### src/design/pol_pkg.sv
`timescale 1ns / 1ps
// ----------------------------------------------------------------------------
// pol_pkg: shared types and codes for the positional ordered list
// Request kinds, result status codes and the control word for the cell chain.
// ----------------------------------------------------------------------------
package pol_pkg;

  localparam int DATA_W   = 32;
  localparam int KIND_W   = 3;
  localparam int POS_W    = 5;
  localparam int STATUS_W = 2;
  localparam int TOTAL_W  = 5;

  localparam logic [KIND_W-1:0] REQ_INS_FIRST = 3'd0;
  localparam logic [KIND_W-1:0] REQ_INS_LAST  = 3'd1;
  localparam logic [KIND_W-1:0] REQ_INS_POS   = 3'd2;
  localparam logic [KIND_W-1:0] REQ_DEL_FIRST = 3'd3;
  localparam logic [KIND_W-1:0] REQ_DEL_LAST  = 3'd4;
  localparam logic [KIND_W-1:0] REQ_DEL_POS   = 3'd5;
  localparam logic [KIND_W-1:0] REQ_READ      = 3'd6;

  localparam logic [STATUS_W-1:0] ST_OK     = 2'd0;
  localparam logic [STATUS_W-1:0] ST_BADPOS = 2'd1;
  localparam logic [STATUS_W-1:0] ST_EMPTY  = 2'd2;
  localparam logic [STATUS_W-1:0] ST_FULL   = 2'd3;

  typedef enum logic [1:0] {
    OP_HOLD,
    OP_INS,
    OP_DEL,
    OP_ROT
  } cell_op_t;

  typedef struct packed {
    cell_op_t                  op;
    logic signed [DATA_W-1:0]  data;
  } cell_ctl_t;

endpackage

### src/design/positional_ordered_list.sv
`timescale 1ns / 1ps
// ----------------------------------------------------------------------------
// positional_ordered_list: bounded ordered list of signed 32-bit values
// Flow: an accepted item is held through the execute state, which loads its
// single result into the output register; a read-out passes on to the read
// state, which offers one entry per cycle from the cell chain head while the
// output register is free. A new item is taken only back in the idle state.
// The output register lets the next item in while a result waits.
// Reset (rst_n low, synchronous) empties the list and clears the handshakes.
// ----------------------------------------------------------------------------
module positional_ordered_list #(
  parameter int CAPACITY = 16
) (
  input  logic                               clk,
  input  logic                               rst_n,
  input  logic                               in_valid,
  output logic                               in_ready,
  input  logic [pol_pkg::KIND_W-1:0]         in_req_type,
  input  logic signed [pol_pkg::DATA_W-1:0]  in_data_in,
  input  logic [pol_pkg::POS_W-1:0]          in_position,
  output logic                               out_valid,
  input  logic                               out_ready,
  output logic [pol_pkg::STATUS_W-1:0]       out_status,
  output logic signed [pol_pkg::DATA_W-1:0]  out_data_out,
  output logic [pol_pkg::TOTAL_W-1:0]        out_entry_total,
  output logic                               out_last
);
  import pol_pkg::*;

  localparam int CNT_W = $clog2(CAPACITY + 1);
  localparam int IDX_W = $clog2(CAPACITY);
  localparam int CMP_W = ((CNT_W > POS_W) ? CNT_W : POS_W) + 1;

  typedef enum logic [1:0] {
    S_IDLE,
    S_EXEC,
    S_READ
  } state_t;

  state_t                   state_r;
  logic [CNT_W-1:0]         count_r;
  logic [CNT_W-1:0]         rd_r;
  logic [KIND_W-1:0]        kind_r;
  logic signed [DATA_W-1:0] data_r;
  logic [POS_W-1:0]         pos_r;

  logic                     out_valid_r;
  logic [STATUS_W-1:0]      status_r;
  logic signed [DATA_W-1:0] dout_r;
  logic [CNT_W-1:0]         total_r;
  logic                     last_r;

  logic signed [DATA_W-1:0] cell_q [CAPACITY];
  cell_ctl_t                ctl;
  logic [IDX_W-1:0]         idx;

  // request decode
  cell_op_t                 ex_op;
  logic [IDX_W-1:0]         ex_idx;
  logic [STATUS_W-1:0]      ex_status;
  logic [CNT_W-1:0]         ex_count_nxt;
  logic                     ex_read;
  logic                     full;
  logic [CMP_W-1:0]         pos_e;
  logic [CMP_W-1:0]         cnt_e;
  logic [CMP_W-1:0]         pos_m1;
  logic [CNT_W-1:0]         cnt_m1;

  logic                     out_free;
  logic                     exec_fire;
  logic                     read_fire;
  logic                     read_end;
  logic                     out_load;
  logic [CNT_W+TOTAL_W-1:0] total_ext;

  assign out_free  = !out_valid_r || out_ready;
  assign exec_fire = (state_r == S_EXEC) && out_free;
  assign read_fire = (state_r == S_READ) && out_free;
  assign read_end  = (rd_r == cnt_m1);
  assign out_load  = (exec_fire && !ex_read) || read_fire;

  assign full   = (count_r == CNT_W'(CAPACITY));
  assign pos_e  = CMP_W'(pos_r);
  assign cnt_e  = CMP_W'(count_r);
  assign pos_m1 = pos_e - CMP_W'(1);
  assign cnt_m1 = count_r - CNT_W'(1);

  always_comb begin
    ex_op        = OP_HOLD;
    ex_idx       = '0;
    ex_status    = ST_OK;
    ex_count_nxt = count_r;
    ex_read      = 1'b0;
    case (kind_r)
      REQ_INS_FIRST: begin
        if (full) begin
          ex_status = ST_FULL;
        end else begin
          ex_op        = OP_INS;
          ex_count_nxt = count_r + CNT_W'(1);
        end
      end
      REQ_INS_LAST: begin
        if (full) begin
          ex_status = ST_FULL;
        end else begin
          ex_op        = OP_INS;
          ex_idx       = count_r[IDX_W-1:0];
          ex_count_nxt = count_r + CNT_W'(1);
        end
      end
      REQ_INS_POS: begin
        if (pos_e == '0 || pos_e > cnt_e + CMP_W'(1)) begin
          ex_status = ST_BADPOS;
        end else if (full) begin
          ex_status = ST_FULL;
        end else begin
          ex_op        = OP_INS;
          ex_idx       = pos_m1[IDX_W-1:0];
          ex_count_nxt = count_r + CNT_W'(1);
        end
      end
      REQ_DEL_FIRST: begin
        if (count_r == '0) begin
          ex_status = ST_EMPTY;
        end else begin
          ex_op        = OP_DEL;
          ex_count_nxt = cnt_m1;
        end
      end
      REQ_DEL_LAST: begin
        if (count_r == '0) begin
          ex_status = ST_EMPTY;
        end else begin
          ex_op        = OP_DEL;
          ex_idx       = cnt_m1[IDX_W-1:0];
          ex_count_nxt = cnt_m1;
        end
      end
      REQ_DEL_POS: begin
        if (pos_e == '0 || pos_e > cnt_e) begin
          ex_status = ST_BADPOS;
        end else begin
          ex_op        = OP_DEL;
          ex_idx       = pos_m1[IDX_W-1:0];
          ex_count_nxt = cnt_m1;
        end
      end
      REQ_READ: begin
        if (count_r == '0) begin
          ex_status = ST_EMPTY;
        end else begin
          ex_read = 1'b1;
        end
      end
      default: ex_op = OP_HOLD;
    endcase
  end

  always_comb begin
    ctl.data = data_r;
    idx      = ex_idx;
    if (exec_fire) begin
      ctl.op = ex_op;
    end else if (read_fire) begin
      ctl.op = OP_ROT;
    end else begin
      ctl.op = OP_HOLD;
    end
  end

  for (genvar g = 0; g < CAPACITY; g++) begin : g_cell
    logic signed [DATA_W-1:0] left_q;
    logic signed [DATA_W-1:0] right_q;
    if (g == 0) begin : g_head
      assign left_q = '0;
    end else begin : g_body
      assign left_q = cell_q[g-1];
    end
    if (g == CAPACITY - 1) begin : g_tail
      assign right_q = '0;
    end else begin : g_mid
      assign right_q = cell_q[g+1];
    end
    pol_cell #(
      .SLOT  (g),
      .IDX_W (IDX_W),
      .CNT_W (CNT_W)
    ) u_cell (
      .clk     (clk),
      .ctl     (ctl),
      .idx     (idx),
      .count   (count_r),
      .left_q  (left_q),
      .right_q (right_q),
      .head_q  (cell_q[0]),
      .q       (cell_q[g])
    );
  end

  always_ff @(posedge clk) begin
    if (!rst_n) begin
      state_r     <= S_IDLE;
      count_r     <= '0;
      rd_r        <= '0;
      out_valid_r <= 1'b0;
    end else begin
      if (out_load) begin
        out_valid_r <= 1'b1;
      end else if (out_ready) begin
        out_valid_r <= 1'b0;
      end
      case (state_r)
        S_IDLE: begin
          if (in_valid) begin
            kind_r  <= in_req_type;
            data_r  <= in_data_in;
            pos_r   <= in_position;
            state_r <= S_EXEC;
          end
        end
        S_EXEC: begin
          if (out_free) begin
            count_r <= ex_count_nxt;
            if (ex_read) begin
              rd_r    <= '0;
              state_r <= S_READ;
            end else begin
              status_r    <= ex_status;
              dout_r      <= '0;
              total_r     <= ex_count_nxt;
              last_r      <= 1'b1;
              state_r     <= S_IDLE;
            end
          end
        end
        S_READ: begin
          if (out_free) begin
            // emit the head entry and rotate the next one into place
            status_r    <= ST_OK;
            dout_r      <= cell_q[0];
            total_r     <= count_r;
            last_r      <= read_end;
            rd_r        <= rd_r + CNT_W'(1);
            if (read_end) begin
              state_r <= S_IDLE;
            end
          end
        end
        default: state_r <= S_IDLE;
      endcase
    end
  end

  assign total_ext = {{TOTAL_W{1'b0}}, total_r};

  assign in_ready        = (state_r == S_IDLE);
  assign out_valid       = out_valid_r;
  assign out_status      = status_r;
  assign out_data_out    = dout_r;
  assign out_entry_total = total_ext[TOTAL_W-1:0];
  assign out_last        = last_r;

endmodule

### src/design/pol_cell.sv
`timescale 1ns / 1ps
// ----------------------------------------------------------------------------
// pol_cell: one slot of the ordered list
// Holds one entry and decides from its own place whether to keep it, take the
// new value, take its left or right neighbor, or wrap the head value around.
// ----------------------------------------------------------------------------
module pol_cell #(
  parameter int SLOT   = 0,
  parameter int IDX_W  = 4,
  parameter int CNT_W  = 5
) (
  input  logic                          clk,
  input  pol_pkg::cell_ctl_t            ctl,
  input  logic [IDX_W-1:0]              idx,
  input  logic [CNT_W-1:0]              count,
  input  logic signed [pol_pkg::DATA_W-1:0] left_q,
  input  logic signed [pol_pkg::DATA_W-1:0] right_q,
  input  logic signed [pol_pkg::DATA_W-1:0] head_q,
  output logic signed [pol_pkg::DATA_W-1:0] q
);
  import pol_pkg::*;

  localparam logic [CNT_W-1:0] MY_POS  = CNT_W'(SLOT);
  localparam logic [CNT_W-1:0] MY_NEXT = CNT_W'(SLOT + 1);

  logic signed [DATA_W-1:0] q_r;
  logic signed [DATA_W-1:0] q_nxt;
  logic [CNT_W-1:0]         idx_e;

  assign idx_e = CNT_W'(idx);

  always_comb begin
    q_nxt = q_r;
    case (ctl.op)
      OP_INS: begin
        if (MY_POS == idx_e) begin
          q_nxt = ctl.data;
        end else if (MY_POS > idx_e && MY_POS <= count) begin
          q_nxt = left_q;
        end
      end
      OP_DEL: begin
        if (MY_POS >= idx_e && MY_NEXT < count) begin
          q_nxt = right_q;
        end
      end
      OP_ROT: begin
        // rotate the occupied part of the chain by one toward the head
        if (MY_NEXT < count) begin
          q_nxt = right_q;
        end else if (MY_NEXT == count) begin
          q_nxt = head_q;
        end
      end
      default: q_nxt = q_r;
    endcase
  end

  always_ff @(posedge clk) begin
    q_r <= q_nxt;
  end

  assign q = q_r;

endmodule

### config.mk
export PLATFORM = sky130hd
export DESIGN_NAME = positional_ordered_list
export DESIGN_NICKNAME = d
export VERILOG_FILES = /design/src/design/pol_pkg.sv /design/src/design/positional_ordered_list.sv /design/src/design/pol_cell.sv
export SDC_FILE = /design/constraint.sdc
export NUM_CORES = 2
export LEC_CHECK = 0
export BUFFER_PORTS_ARGS = -buffer_cell sky130_fd_sc_hd__clkbuf_2
export CAP_MARGIN = 40
export CORE_MARGIN = 2
export CORE_UTILIZATION = 45
export CTS_BUF_LIST = sky130_fd_sc_hd__clkbuf_8
export CTS_CLUSTER_DIAMETER = 30
export DETAILED_ROUTE_END_ITERATION = 10
export PLACE_DENSITY = 0.6
export SETUP_SLACK_MARGIN = 0.02
export SKIP_CTS_REPAIR_TIMING = 1
export SYNTH_ARGS = -nofsm -noshare
export SYNTH_HDL_FRONTEND = slang
export SYNTH_SLANG_ARGS = --single-unit
### constraint.sdc
create_clock -name clk -period 11.7 [get_ports clk]
set_input_delay 2.925 -clock clk [delete_from_list [all_inputs] [get_ports clk]]
set_output_delay 2.925 -clock clk [all_outputs]
set_load 0.02 [all_outputs]
# Word-level counts from Yosys, hierarchy flattened
# Index checks and enable logic that the tools add are counted.
[word_totals]
regBits = 605
[op_classes]
add_sub_neg = 5
magnitude_cmp = 66
n_eq_ne = 97
muxes = 148
reduce_logical = 73
[ops]
columns = ["cell", "count"]
rows = [
  ["32-bit 2-to-1 mux", 82],
  ["32-bit one-hot mux with 3 select lines", 16],
  ["3-bit by 1-bit != test with 1-bit output (second input constant)", 31],
  ["4-bit AND reduction", 18],
  ["32-bit one-hot mux with 2 select lines", 1],
  ["5-bit 2-to-1 mux", 10],
  ["4-bit by 5-bit equality test with 1-bit output (first input constant)", 8],
  ["4-bit by 5-bit <= comparator with 1-bit output (first input constant)", 8],
  ["4-bit by 5-bit < comparator with 1-bit output (first input constant)", 8],
  ["1-bit logical AND", 35],
  ["2-bit by 1-bit != test with 1-bit output (second input constant)", 17],
  ["4-bit equality test (first input constant)", 8],
  ["4-bit greater-or-equal comparator (first input constant)", 8],
  ["4-bit > comparator (first input constant)", 8],
  ["2-bit 2-to-1 mux", 16],
  ["3-bit by 5-bit equality test with 1-bit output (first input constant)", 4],
  ["3-bit by 5-bit <= comparator with 1-bit output (first input constant)", 4],
  ["3-bit by 5-bit < comparator with 1-bit output (first input constant)", 4],
  ["4-bit 2-to-1 mux", 5],
  ["5-bit one-hot mux with 2 select lines", 2],
  ["5-bit one-hot mux with 4 select lines", 1],
  ["3-bit by 4-bit equality test with 1-bit output (first input constant)", 4],
  ["3-bit by 4-bit greater-or-equal comparator with 1-bit output (first input constant)", 4],
  ["3-bit by 4-bit > comparator with 1-bit output (first input constant)", 4],
  ["46 further kinds", 83],
]

# Longest topological paths before layout
[depth]
word_depth = 10
ltp_mapped = 17
mapped_depth_nobuf = 13

# Modules after synthesis
# A second synthesis with hierarchy kept.
[hier_totals]
cells_unflattened = 3753
area_unflattened_um2 = 41493.5
[modules_own_cells]
columns = ["mod", "instances", "cells_per_inst", "area_per_inst_um2"]
rows = [
  ["positional_ordered_list", 1, 332, 4239.1],
  ["pol_cell (g_cell[15].u_cell)", 1, 334, 3265.6],
  ["pol_cell (g_cell[11].u_cell)", 1, 230, 2601.2],
  ["pol_cell (g_cell[7].u_cell)", 1, 266, 2436.1],
  ["pol_cell (g_cell[9].u_cell)", 1, 209, 2382.3],
  ["pol_cell (g_cell[8].u_cell)", 1, 226, 2361.0],
  ["pol_cell (g_cell[13].u_cell)", 1, 229, 2358.5],
  ["pol_cell (g_cell[4].u_cell)", 1, 227, 2334.7],
  ["pol_cell (g_cell[0].u_cell)", 1, 223, 2324.7],
  ["pol_cell (g_cell[1].u_cell)", 1, 194, 2247.2],
  ["pol_cell (g_cell[12].u_cell)", 1, 227, 2238.4],
  ["pol_cell (g_cell[3].u_cell)", 1, 201, 2217.1],
  ["pol_cell (g_cell[14].u_cell)", 1, 157, 2205.9],
  ["pol_cell (g_cell[5].u_cell)", 1, 197, 2152.1],
  ["+3 rows", "--", "--", "--"],
]

# Worst setup path before layout
# No wires, ideal clock.
[synth_path]
path_type = "input -> register"
startpoint = "in out_ready"
endpoint = "reg g_cell[11].u_cell.q_r[0], enable pin"
arrival_ns = 9.193
t_required_ns = 11.106
setup_slack_ns = 1.912
cell_stages = 7
path_buffers = 1
cell_sequence = "nor2b_1 -> nor2_1 -> nand2_1 -> o211ai_1 -> clkbuf_1 -> a21oi_1 -> a2111oi_0"
[synth_via]
elab_chain_cells = 7
[synth_lines]
columns = ["element", "line_no", "rtl"]
rows = [
  ["from (decl)", "positional_ordered_list.sv:22", "input logic out_ready,"],
  ["1-bit logical OR (*)", "positional_ordered_list.sv:76", "assign out_free = !out_valid_r || out_ready;"],
  ["1-bit logical AND", "positional_ordered_list.sv:78", "assign read_fire = (state_r == S_READ) && out_free;"],
  ["2-bit 2-to-1 mux", "positional_ordered_list.sv:165", "end else if (read_fire) begin"],
  ["2-bit 2-to-1 mux (*)", "positional_ordered_list.sv:163", "if (exec_fire) begin"],
  ["2-bit equality test / 2-bit by 1-bit equality test with 1-bit output (equally long branches)", "pol_cell.sv:34", "case (ctl.op)"],
  ["3-bit by 1-bit != test with 1-bit output (no source line), or another cell as far along", "--", ""],
  ["4-bit AND reduction (no source line) (*)", "--", ""],
  ["to (signal assigned)", "pol_cell.sv:60", "q_r <= q_nxt;"],
  ["to (decl)", "pol_cell.sv:26", "logic signed [DATA_W-1:0] q_r;"],
]
# Every way passes the cells marked *; elsewhere a longest branch is shown, timed or not.
# A chain may end at the register's enable or synchronous reset.

# Worst setup path in the final report
[layout_path]
startpoint = "reg count_r[3]"
endpoint = "reg g_cell[5].u_cell.q_r[16], enable pin"
[layout_via]
elab_chain_cells = 9
[layout_lines]
columns = ["element", "line_no", "rtl"]
rows = [
  ["from (decl)", "positional_ordered_list.sv:41", "logic [CNT_W-1:0] count_r;"],
  ["from (signal assigned)", "positional_ordered_list.sv:224", "count_r <= ex_count_nxt;"],
  ["5-bit by 1-bit adder with 6-bit output", "positional_ordered_list.sv:113", "if (pos_e == '0 || pos_e > cnt_e + CMP_W'(1)) begin"],
  ["5-bit by 6-bit > comparator with 1-bit output", "positional_ordered_list.sv:113", ""],
  ["1-bit logical OR", "positional_ordered_list.sv:113", ""],
  ["4-bit 2-to-1 mux / 2-bit 2-to-1 mux (equally long branches)", "positional_ordered_list.sv:113", ""],
  ["4-bit one-hot mux with 4 select lines / 2-bit one-hot mux with 4 select lines (equally long branches)", "positional_ordered_list.sv:94", "case (kind_r)"],
  ["3-bit by 4-bit > comparator with 1-bit output, or another cell as far along", "pol_cell.sv:38", "end else if (MY_POS > idx_e && MY_POS <= count) begin"],
  ["1-bit logical AND, or another cell as far along", "pol_cell.sv:38", ""],
  ["3-bit by 1-bit != test with 1-bit output (no source line), or another cell as far along", "--", ""],
  ["4-bit AND reduction (no source line) (*)", "--", ""],
  ["to (signal assigned)", "pol_cell.sv:60", ""],
  ["to (decl)", "pol_cell.sv:26", ""],
]
# Marked as above.

==> results by group <==
Logic synthesis
  • Seq/Total Area, Yosys: 50.32%
  • Mean Syn Cell Area: between 10 and 15 um2
  • Syn Std Cell Area: 35850 um2
  • Synth async-reset ratio: 0%
  • Yosys warns: 0
  • Syn Inst Count: 3237
  • Syn nets: 3301
  • Post-synth EDFFs: 592
  • Synth Flop Type: edfxtp_1
  • #FFs+latches synth: 605
  • Cell variety after synth: 78

Hold path
  • Hold crit path type: flop to flop

Detailed routing
  • Starting DRC count in detailed routing: roughly 3400
  • Post-route DRC: 0
  • DR WL met3: 11830 um
  • Antenna Nets Post-Route: 0
  • Via density: 6.474
  • WL met2: 56700 um
  • Total routed wirelength: between 100000 and 150000 um
  • Highest routing layer actually used: met5
  • Met1 Routed Length: 50970 um
  • Routed via count: about 28000
  • Pre-antenna DRT Iters: 8
  • DR WL/cell: approximately 29 um

Setup path
  • Worst setup startpoint: count_r[3]
  • Crit Reg-Reg Endpoint: g_cell[5].u_cell.q[16]
  • Worst path depth: 16
  • Worst path cell trace: inv_2 -> nor2_1 -> nand2_1 -> xnor2_1 -> ha_1 -> and3_1 -> and3_1 -> a221o_1 -> nand2_2 -> o21ai_2 -> buf_6 -> nor4_4 -> buf_4 -> a211oi_1 -> a211oi_4 -> buf_4
  • Critical path's largest stage delay: ~0.75 ns
  • Slowest CP cell: a211oi_4
  • R2R Setup Slk: approximately 5.5 ns
  • Req. time, crit path: 12.13 ns
  • CP endpoint: g_cell[5].u_cell.q[16]
  • Buf+Inv Stages, Crit Path: 4
  • Startpoint Class: flop
  • Reg2reg path depth: 16
  • Signal arrival time at the worst endpoint: between 6 and 7 ns
  • Crit Reg-Reg Startpoint: count_r[3]
  • Critical path peak fanout: 23
  • Crit Path Class: flop to flop
  • Crit path max-delay family: buffers and inverters
  • Crit. End Element: flop

STA
  • Tcrit/Tclk final: 53.33%
  • Max frequency: 160.3 MHz
  • Layout Skew: roughly 0.057 ns
  • Final worst slack: between 5 and 6 ns
  • Worst slew margin: 21.21%
  • Final Max Slew Viols: 0
  • RSZ-0062 raised after global routing: no
  • Final setup fails: 0
  • Hold WS: 0.5454 ns
  • Final hold violation count: 0
  • Setup TNS Final: 0 ns
  • Min Tclk post-route: 6.240 ns
  • Worst slew pin tran: between 1 and 1.5 ns

GRT
  • Initial antenna violation count: 4
  • All-Layer GR Usage: 30.17%
  • Largest net degree at the start of global routing: 227
  • Vias in the first global route: 28087
  • GR Overflow Total: 0
  • First-pass GRT wire length: 183900 um

Floorplanning
  • Total die area: 81930 um2
  • Die Y: 286.2 um
  • Row count: 103
  • CORE AREA: 78870 um2
  • # IOs: 86
  • Die W: 286.2 um
  • Initial core utilization: between 40% and 50%

Power
  • Pwr Density: ~160 nW/um2
  • Leakage: roughly 15 nW
  • Maximum VDD drop: 116.1 uV

Placement
  • Area post-placement: 37450 um2
  • RD Place Congestion: between 0.8 and 0.9
  • Port bufs: 85
  • Placed Cells: 4122
  • Pre-CTS setup slack: 4.818 ns
  • Post-DP HPWL: slightly above 70000 um

Finish
  • Register Area: 18040 um2
  • Final cell count without fillers: 4396
  • Layout cell share with drive strength beyond 1: 15.55%
  • P&R area growth vs syn: 13.50%
  • Cell area after layout: roughly 40000 um2
  • Multi-input gate area: about 17000 um2
  • Layout Nets: 3289
  • Fill count: 7007

Flow run
  • Max cap viols: 0

CTS
  • Clock transition at the registers of the reported paths: 0.05 ns
  • CTS Buf Count: 150
  • CTS tree: done
  • CTS Buffer Depth: 3
  • Skew-Pair Late Insertion Delay: 0.82 ns
  • H-Tree Depth: 4
  • Root Driver: clkbuf_8
  • Clock Sink Count: ~600

Outcome
  • Status: finished, final reports clean
==> tightest hold or removal path, delay by kind of cell (launching register included) <==
| kind | cells | cell delay (ns) |
|---|---|---|
| and+or+nand+nor | 1 | 0.07 |
| xor gates and xnor gates | 1 | 0.08 |
| DFF | 1 | 0.36 |
==> registers in the layout, indices dropped and copies added (netlist names) <==
register,cells
count_r,5
data_r,32
g_cell.u_cell.q,512
kind_r,3
out_data_out,32
out_entry_total,5
out_last,1
out_status,2
out_valid,1
pos_r,5
rd_r,5
state_r,2
==> cell families after synthesis <==
| family | after synthesis | synth area share [%] |
|---|---|---|
| DFF | 605 | 50.32 |
| xor gates and xnor gates | 15 | 0.3665 |
| and+or+nand+nor | 734 | 10.75 |
| muxes | 638 | 17.93 |
| buffers and inverters | 360 | 4.471 |
| adders and majority gates | 20 | 0.6981 |
| AOI/OAI and AO/OA | 865 | 15.47 |
==> cells in the final DEF (no fill, tap or decap), types with 85 or more instances in the layout <==
cell type,synthesis,layout
nor2b_1,157,156
a211oi_1,256,251
clkbuf_8,0,156
nand2_1,279,273
clkbuf_2,1,85
and2_1,104,104
a21oi_1,234,226
mux2i_1,606,606
edfxtp_1,592,592
o21ai_0,143,142
==> worst min path at each step <==
stage	from	end	slack (ns)	cells after the start
3_3_place_gp	rd_r[4]	rd_r[4]	0.53	2
4_1_cts	rd_r[4]	rd_r[4]	0.55	2
2_1_floorplan	state_r[1]	state_r[0]	0.49	1
3_5_place_dp	rd_r[4]	rd_r[4]	0.54	2
5_1_grt	rd_r[4]	rd_r[4]	0.56	2
6_report	rd_r[4]	rd_r[4]	0.55	2
==> metal layers <==
| metal | up-vias | global-route usage, % |
|---|---|---|
| li1 | 12303 | - |
| met1 | 14181 | 39.32 |
| met2 | 1585 | 46.77 |
| met3 | 387 | 7.417 |
| met4 | 2 | 15.39 |
| met5 | - | 0 |
==> power breakdown <==
group | leakage (nW) | total (mW) | switching (mW) | internal, mW
sequential | 5.50 | 2.68 | 0.114 | 2.57
clock | 1.70 | 2.78 | 1.11 | 1.67
combinational | 8.11 | 1.00 | 0.664 | 0.338
==> final cells by class <==
class / count / share of cell area, %
clock inverter: 116 / 2.657
tap: 1050 / 3.229
inverter: 14 / 0.1353
sequential: 605 / 44.33
antenna: 1 / 0.006150
timing repair buffer: 182 / 3.684
multi-input combinational: 2272 / 40.68
clock buffer: 156 / 5.277
==> cells in the mapped netlist, drive strengths merged, types with 8 or more instances <==
library cell	count	area, um2
mux2	32	360.4
a22oi	56	420.4
ha	20	250.2
mux2i	606	6066
nand2	282	1066
a21oi	235	1180
edfxtp	592	17780
and3	38	239.0
nor2b	157	982.2
dfxtp	13	260.3
o21ai	169	857.1
o221ai	21	183.9
o211ai	16	120.1
nand4	11	105.1
nand3	44	237.7
xnor2	8	70.07
nor4	8	122.6
buf	113	671.9
a31oi	57	356.6
nor3	12	81.33
a211oi	259	1967
nand2b	12	75.07
nor2	59	224.0
clkbuf	233	875.8
o22ai	8	56.30
and2	104	650.6
inv	13	51.30
==> metrics by stage <==
stage	total power [mW]	utilization, %
floorplan	3.326	-
global placement	3.636	46.83
detailed placement	3.692	47.48
CTS	6.477	51.58
global route	6.687	51.59
finish	6.462	51.59
No activity file was read; power rests on OpenSTA's default activity.
